`src/design/pfbc_pkg.sv`:
```
// Shared types and constants for the point frustum and backface cull unit.
package pfbc_pkg;

   localparam int CoefW = 16;
   localparam int RowW = 64;
   localparam int DirW = 48;
   localparam int CsrIdxW = 3;
   localparam int ClipW = 35;
   localparam int DotW = 34;
   localparam int IndexW = 16;

   localparam logic [CsrIdxW-1:0] CSR_MATRIX_ROW_0 = 3'd0;
   localparam logic [CsrIdxW-1:0] CSR_MATRIX_ROW_1 = 3'd1;
   localparam logic [CsrIdxW-1:0] CSR_MATRIX_ROW_2 = 3'd2;
   localparam logic [CsrIdxW-1:0] CSR_MATRIX_ROW_3 = 3'd3;
   localparam logic [CsrIdxW-1:0] CSR_VIEW_DIRECTION = 3'd4;

   localparam logic [RowW-1:0] ROW_0_RESET = 64'h0000_0000_0000_0800;
   localparam logic [RowW-1:0] ROW_1_RESET = 64'h0000_0000_0800_0000;
   localparam logic [RowW-1:0] ROW_2_RESET = 64'h0000_0800_0000_0000;
   localparam logic [RowW-1:0] ROW_3_RESET = 64'h0800_0000_0000_0000;
   localparam logic [DirW-1:0] VIEW_DIR_RESET = 48'hC000_0000_0000;

   localparam logic [1:0] KEEP_FACING = 2'd0;
   localparam logic [1:0] KEEP_VISIBLE = 2'd1;
   localparam logic [1:0] KEEP_FIRST = 2'd2;

   typedef struct packed {
      logic signed [15:0] pos_x;
      logic signed [15:0] pos_y;
      logic signed [15:0] pos_z;
      logic signed [15:0] norm_x;
      logic signed [15:0] norm_y;
      logic signed [15:0] norm_z;
      logic               last_point;
   } pfbc_req_type;

   typedef struct packed {
      logic [15:0] point_index;
      logic        in_view;
      logic        faces_camera;
      logic        cloud_done;
      logic [1:0]  keep_set;
   } pfbc_rsp_type;

   typedef struct packed {
      logic [3:0][RowW-1:0] matrix_row;
      logic [DirW-1:0]      view_dir;
   } pfbc_cfg_type;

   typedef struct packed {
      logic visible;
      logic facing;
   } pfbc_flags_type;

endpackage

```
`src/design/pfbc_cloud_track.sv`:
```
// Per-cloud point counter, visibility flags and keep-set decision.
module pfbc_cloud_track #(
   parameter int MAX_POINTS = 65536
) (
   input  logic                     clock,
   input  logic                     reset,
   input  logic                     advance,
   input  logic                     last_point,
   input  pfbc_pkg::pfbc_flags_type flags,
   output logic [15:0]              point_index,
   output logic [1:0]               keep_set
);

   localparam int CntW = (MAX_POINTS > 1) ? $clog2(MAX_POINTS) : 1;

   logic [CntW-1:0] cnt_ff, cnt_in;
   logic            any_vis_ff, any_vis_in;
   logic            any_face_ff, any_face_in;
   logic            seen_vis;
   logic            seen_face;

   assign seen_vis = any_vis_ff || flags.visible;
   assign seen_face = any_face_ff || flags.facing;

   always_comb begin
      cnt_in = cnt_ff;
      any_vis_in = any_vis_ff;
      any_face_in = any_face_ff;
      if (advance) begin
         if (last_point) begin
            cnt_in = '0;
            any_vis_in = 1'b0;
            any_face_in = 1'b0;
         end else begin
            cnt_in = (cnt_ff == CntW'(MAX_POINTS - 1)) ? '0 : cnt_ff + 1'b1;
            any_vis_in = seen_vis;
            any_face_in = seen_face;
         end
      end
   end

   always_ff @(posedge clock) begin
      if (reset) begin
         cnt_ff <= '0;
         any_vis_ff <= 1'b0;
         any_face_ff <= 1'b0;
      end else begin
         cnt_ff <= cnt_in;
         any_vis_ff <= any_vis_in;
         any_face_ff <= any_face_in;
      end
   end

   assign point_index = 16'(cnt_ff);

   always_comb begin
      keep_set = pfbc_pkg::KEEP_FACING;
      if (last_point) begin
         if (seen_face) begin
            keep_set = pfbc_pkg::KEEP_FACING;
         end else if (seen_vis) begin
            keep_set = pfbc_pkg::KEEP_VISIBLE;
         end else begin
            keep_set = pfbc_pkg::KEEP_FIRST;
         end
      end
   end

endmodule

```
`config.mk`:
```
export PLATFORM = sky130hd
export DESIGN_NAME = pfbc_cloud_track
export DESIGN_NICKNAME = d
export VERILOG_FILES = /design/src/design/pfbc_pkg.sv /design/src/design/pfbc_cloud_track.sv
export SDC_FILE = /design/constraint.sdc
export NUM_CORES = 1
export LEC_CHECK = 0
export BUFFER_PORTS_ARGS = -buffer_cell sky130_fd_sc_hd__buf_2
export CORE_MARGIN = 10
export CORE_UTILIZATION = 40
export DETAILED_ROUTE_END_ITERATION = 12
export GPL_TIMING_DRIVEN = 0
export PLACE_DENSITY_LB_ADDON = 0.3
export RECOVER_POWER = 50
export SLEW_MARGIN = 30
export SYNTH_ARGS = -nofsm -noshare
export SYNTH_HDL_FRONTEND = slang
export SYNTH_SLANG_ARGS = --single-unit
```
`constraint.sdc`:
```
create_clock -name clock -period 2.3 [get_ports clock]
set_input_delay 0 -clock clock [delete_from_list [all_inputs] [get_ports clock]]
set_output_delay 0 -clock clock [all_outputs]
set_load 0.005 [all_outputs]
```
Word-level counts from Yosys, hierarchy flattened --
Index checks and enable logic that the tools add are counted.
Word-level totals: register bits after elaboration 18, latch bits 0, memory bits (writable) 0, ROM bits 0, bits of input ports 6, word-level logic and storage cells 14, memories kept 0
Cells by class: $add $sub $neg 1, multipliers 0, divide/modulo/power cells 0, magnitude comparators 0, eq/ne operators 1, shift-type cells 0, mux-type cells 7, bitwise gates (word level) 0, reductions and logical operators 2
Operator list (count):
- 16-bit 2-to-1 mux | 2
- 16-bit by 1-bit adder with 16-bit output (second input constant) | 1
- 16-bit == test (second input constant) | 1
- 2-bit 2-to-1 mux | 3
- 1-bit logical OR | 2
- 1-bit 2-to-1 mux | 2

Longest topological paths before layout --
word-level depth 4, mapped depth 6, depth with buffers taken out 5

Worst setup path before layout --
Ideal clock, no wire load.
kind reg-to-reg, start point reg cnt_ff[0] (netlist: point_index[0]), end point reg cnt_ff[8] (netlist: point_index[8]), setup time 0.070 ns, arrival 1.588 ns, data required time 2.230 ns, slack 0.642 ns, cell stages (with the launch flop) 7, buffers on the path 1, cells stage by stage dfxtp_1 ha_1 and3_1 clkbuf_4 nand4_2 or4b_1 a21oi_1
Between the ends: word-level cells in the longest chain between the ends 3
Ends and longest elaborated chain:
- start, declared | RTL line pfbc_cloud_track.sv:16 | logic [CntW-1:0] cnt_ff, cnt_in;
- start signal, assigned | RTL line pfbc_cloud_track.sv:48 | cnt_ff <= cnt_in;
- 16-bit by 1-bit adder with 16-bit output / 16-bit == test (equally long branches) | RTL line pfbc_cloud_track.sv:35 | cnt_in = (cnt_ff == CntW'(MAX_POINTS - 1)) ? '0 : cnt_ff + 1'b1;
- 16-bit 2-to-1 mux * | RTL line pfbc_cloud_track.sv:35
- 16-bit 2-to-1 mux * | RTL line pfbc_cloud_track.sv:30 | if (last_point) begin
Every way passes the cells marked *; elsewhere a longest branch is shown, timed or not. A chain may end at the register's enable or synchronous reset.

Final worst setup path --
start point reg cnt_ff[0] (netlist: point_index[0]), end point reg cnt_ff[15] (netlist: point_index[15])
Same word-level chain as after synthesis.

==> results.toml <==
[sta]
tns_ns = 0
fmax_mhz = 530
relSlewSlack_pct = 69.1
slew_violations = 0
worst_pin_slew_ns = 0.462
finalSetupViolCount = 0
hold_violations = 0
rsz0062_at_grt = "no"
fin_crit_ns = 1.89
period_share_pct = 82.1
fin_skew_ns = 0.00361

[synth]
syn_area_um2 = 945
synth.distinct_cells = 35
yosys.area_share.simple_pct = 34.2
synthMuxAreaShare_pct = 0
synthesis.nets = 122
synth_top_area_share_pct = 38.1
yosys_warnings = 0
synth.largest_area_cell = "dfxtp_1"
ys_ff_latch = 18
synth.avg_cell_area_um2 = 8.21
synth-compound-area-share_pct = 14.3
synth_top_family_by_area = "simple AND/OR/NAND/NOR gates"
syn-instance-count = 115
synthAdderAreaFrac_pct = 1.32
yosys-top-cells-area = "dfxtp_1 38%, nor2_1 6.4%, xnor2_1 5.6%"
synthXorXnorAreaFrac_pct = 6.49
ys_seq_area_share_pct = 38.1

[power_and_ir_drop]
cellPowerDensity_nw_per_um2 = 461
finalPower_uw = 516
p_leak_nw = 0.390
worst_ir_drop_vdd_uv = 239

[finish]
nets = 152
drive_gt1_share_pct = 13.3
diodes = 0
syn2layout_area_growth_pct = 18.4
utilization_pct = 50.1

[global_route]
grt_pass1_wl_um = 4260
grt_start_max_net_pins = 11
grt_pass1_vias = 937
grt_usage_pct = 11.4
grt-ovfl-total = 0
antenna_found_initial = 0

[detailed_routing]
first_pass_iters = 4
drt-total-wl_um = 2450
first_iter_violations = 35
wire_per_inst_um = 14.3
drtAntennaViolNets = 0
vias_per_cell = 5.61
route.detailed.drc = 0
vias = 960

[setup_path]
ff2ff_setup_slack_ns = 0.41
worstPathCellList = "ha_1 > and3_1 > clkbuf_4 > nand4_2 > o21bai_1 > nor2_1"
cp_max_fo = 6
critPathArrivalTime_ns = 2.05
critical_path.max_stage_delay_ns = 0.44
crit_slowest_cell = "o21bai_1"
cp-start-kind = "flop"
cp.required_ns = 2.47
worstSetupEndpointType = "flop"
critPathKind = "flop to flop"

[cts]
cts-buffers-inserted = 3
cts_root_buf = "clkbuf_4"
cts.path.max_buffers = 2
cts_sinks = 18
cts_tree = "yes"
clk_pin_slew_ns = 0.10
clock_latency_ns = 0.29
cts_max_level = 1
cts-resized-gates = 0
hold_buffers = 2
cts_setup_buffers = 0

[die]
ios = 24
coreArea_um2 = 2230
die_w_um = 68.6
start_util_pct = 42.3
rows = 17
die_h_um = 68.6
die_area_um2 = 4710

[job]
maxCapViolations = 0

[placed_design]
hpwl_um = 1790
portBuffers = 23
gp_congestion = 0.781

[outcome]
status = "complete, no violations"

[min_path]
min_path_type = "primary input to flop"
Yosys cell counts:
library cell / instances
a31oi_1: 1
or3_1: 1
a21oi_1: 10
nor4_1: 5
or4b_1: 1
dfxtp_1: 18
nand4_1: 7
buf_6: 1
o21a_1: 1
a21o_1: 1
and2_2: 1
nand2_1: 8
nand3_1: 3
xor2_1: 1
and3_2: 1
clkbuf_4: 1
nand3_2: 1
clkbuf_1: 2
and4_1: 3
xnor2_1: 6
buf_2: 1
o21ai_0: 5
a311oi_1: 1
nor2_1: 16
nor3_1: 5
clkbuf_8: 1
and3_1: 2
o21bai_1: 1
a22oi_1: 1
or4_1: 1
ha_1: 1
nand4_2: 1
nor4b_1: 2
o211ai_1: 2
inv_1: 2
layout make-up:
class                           instances  area, µm²
Multi-Input combinational cell         89        532
Clock buffer                            3       22.5
Sequential cell                        18        360
Buffer                                  6       45.0
Tap cell                               28       35.0
Timing Repair Buffer                   25        116
Inverter                                2       7.51
Fill cell                             236       1110
per-layer routing:
metal / vias up / global-route usage, % / routed length (µm)
met1: 446 / 14.0 / 1130
li1: 485 / - / -
met3: 4 / 2.90 / 159
met4: 0 / 5.78 / 32
met5: - / 0 / 0
met2: 25 / 18.1 / 1120
worst paths after layout:
check | start | to | cells after the start
setup / recovery | point_index[0]$_SDFFE_PP0P_ | point_index[15]$_SDFFE_PP0P_ | 6
hold / removal | last_point | point_index[8]$_SDFFE_PP0P_ | 3
setup reg to reg | point_index[0]$_SDFFE_PP0P_ | point_index[15]$_SDFFE_PP0P_ | 6
hold reg to reg | any_face_ff$_SDFFE_PP0P_ | any_face_ff$_SDFFE_PP0P_ | 2
flip-flops by register name, indices dropped and copies added (netlist names):
| signal | count |
|---|---|
| any_vis_ff | 1 |
| any_face_ff | 1 |
| point_index | 16 |
stage by stage:
step                      setup slack, ns  hold slack, ns  area (µm²)  instances
after CTS                           0.432         0.00274        1140        171
after global routing                0.191          0.0217        1120        171
after global placement              0.493           0.242        1090        166
after detailed placement            0.459           0.246        1090        166
final                               0.412          0.0107        1120        171
after floorplan                     0.642          0.0342         945        115
logic make-up (layout without fill, tap and decap cells):
kind of cell | Yosys count | after routing
fa+ha+maj | 1 | 1
compound gates | 23 | 23
simple gates | 58 | 58
buf+inv | 8 | 36
flops | 18 | 18
xor+xnor | 7 | 7
critical path: cells and delay by family (launching register included):
family	cells	cell delay, ns
compound gates	1	0.44
fa+ha+maj	1	0.27
flops	1	0.43
buf+inv	1	0.16
simple gates	3	0.46
where the power goes:
| group | total (mW) | switching, mW | internal, mW |
|---|---|---|---|
| registers | 0.318 | 0.00303 | 0.315 |
| logic | 0.0431 | 0.0257 | 0.0174 |
| clock network | 0.155 | 0.0937 | 0.0609 |
placed cells by master (no fill, tap or decap):
cell	instances
nand4_2	1
nand3_2	1
dfxtp_1	18
o211ai_1	2
o21a_1	1
buf_6	1
ha_1	1
a31oi_1	1
and4_1	3
or4b_1	1
nor3_1	5
nand3_1	3
or3_1	1
clkbuf_1	17
a311oi_1	1
xnor2_1	6
nor4b_1	2
o21ai_0	5
dlygate4sd3_1	2
nand2_1	8
xor2_1	1
a21o_1	1
and3_2	1
nand4_1	7
inv_1	2
clkbuf_4	4
a21oi_1	10
nor4_1	5
and2_2	1
buf_2	9
clkbuf_8	1
a22oi_1	1
o21bai_1	1
or4_1	1
nor2_1	16
and3_1	2
Power figures use the tool's default switching activity.
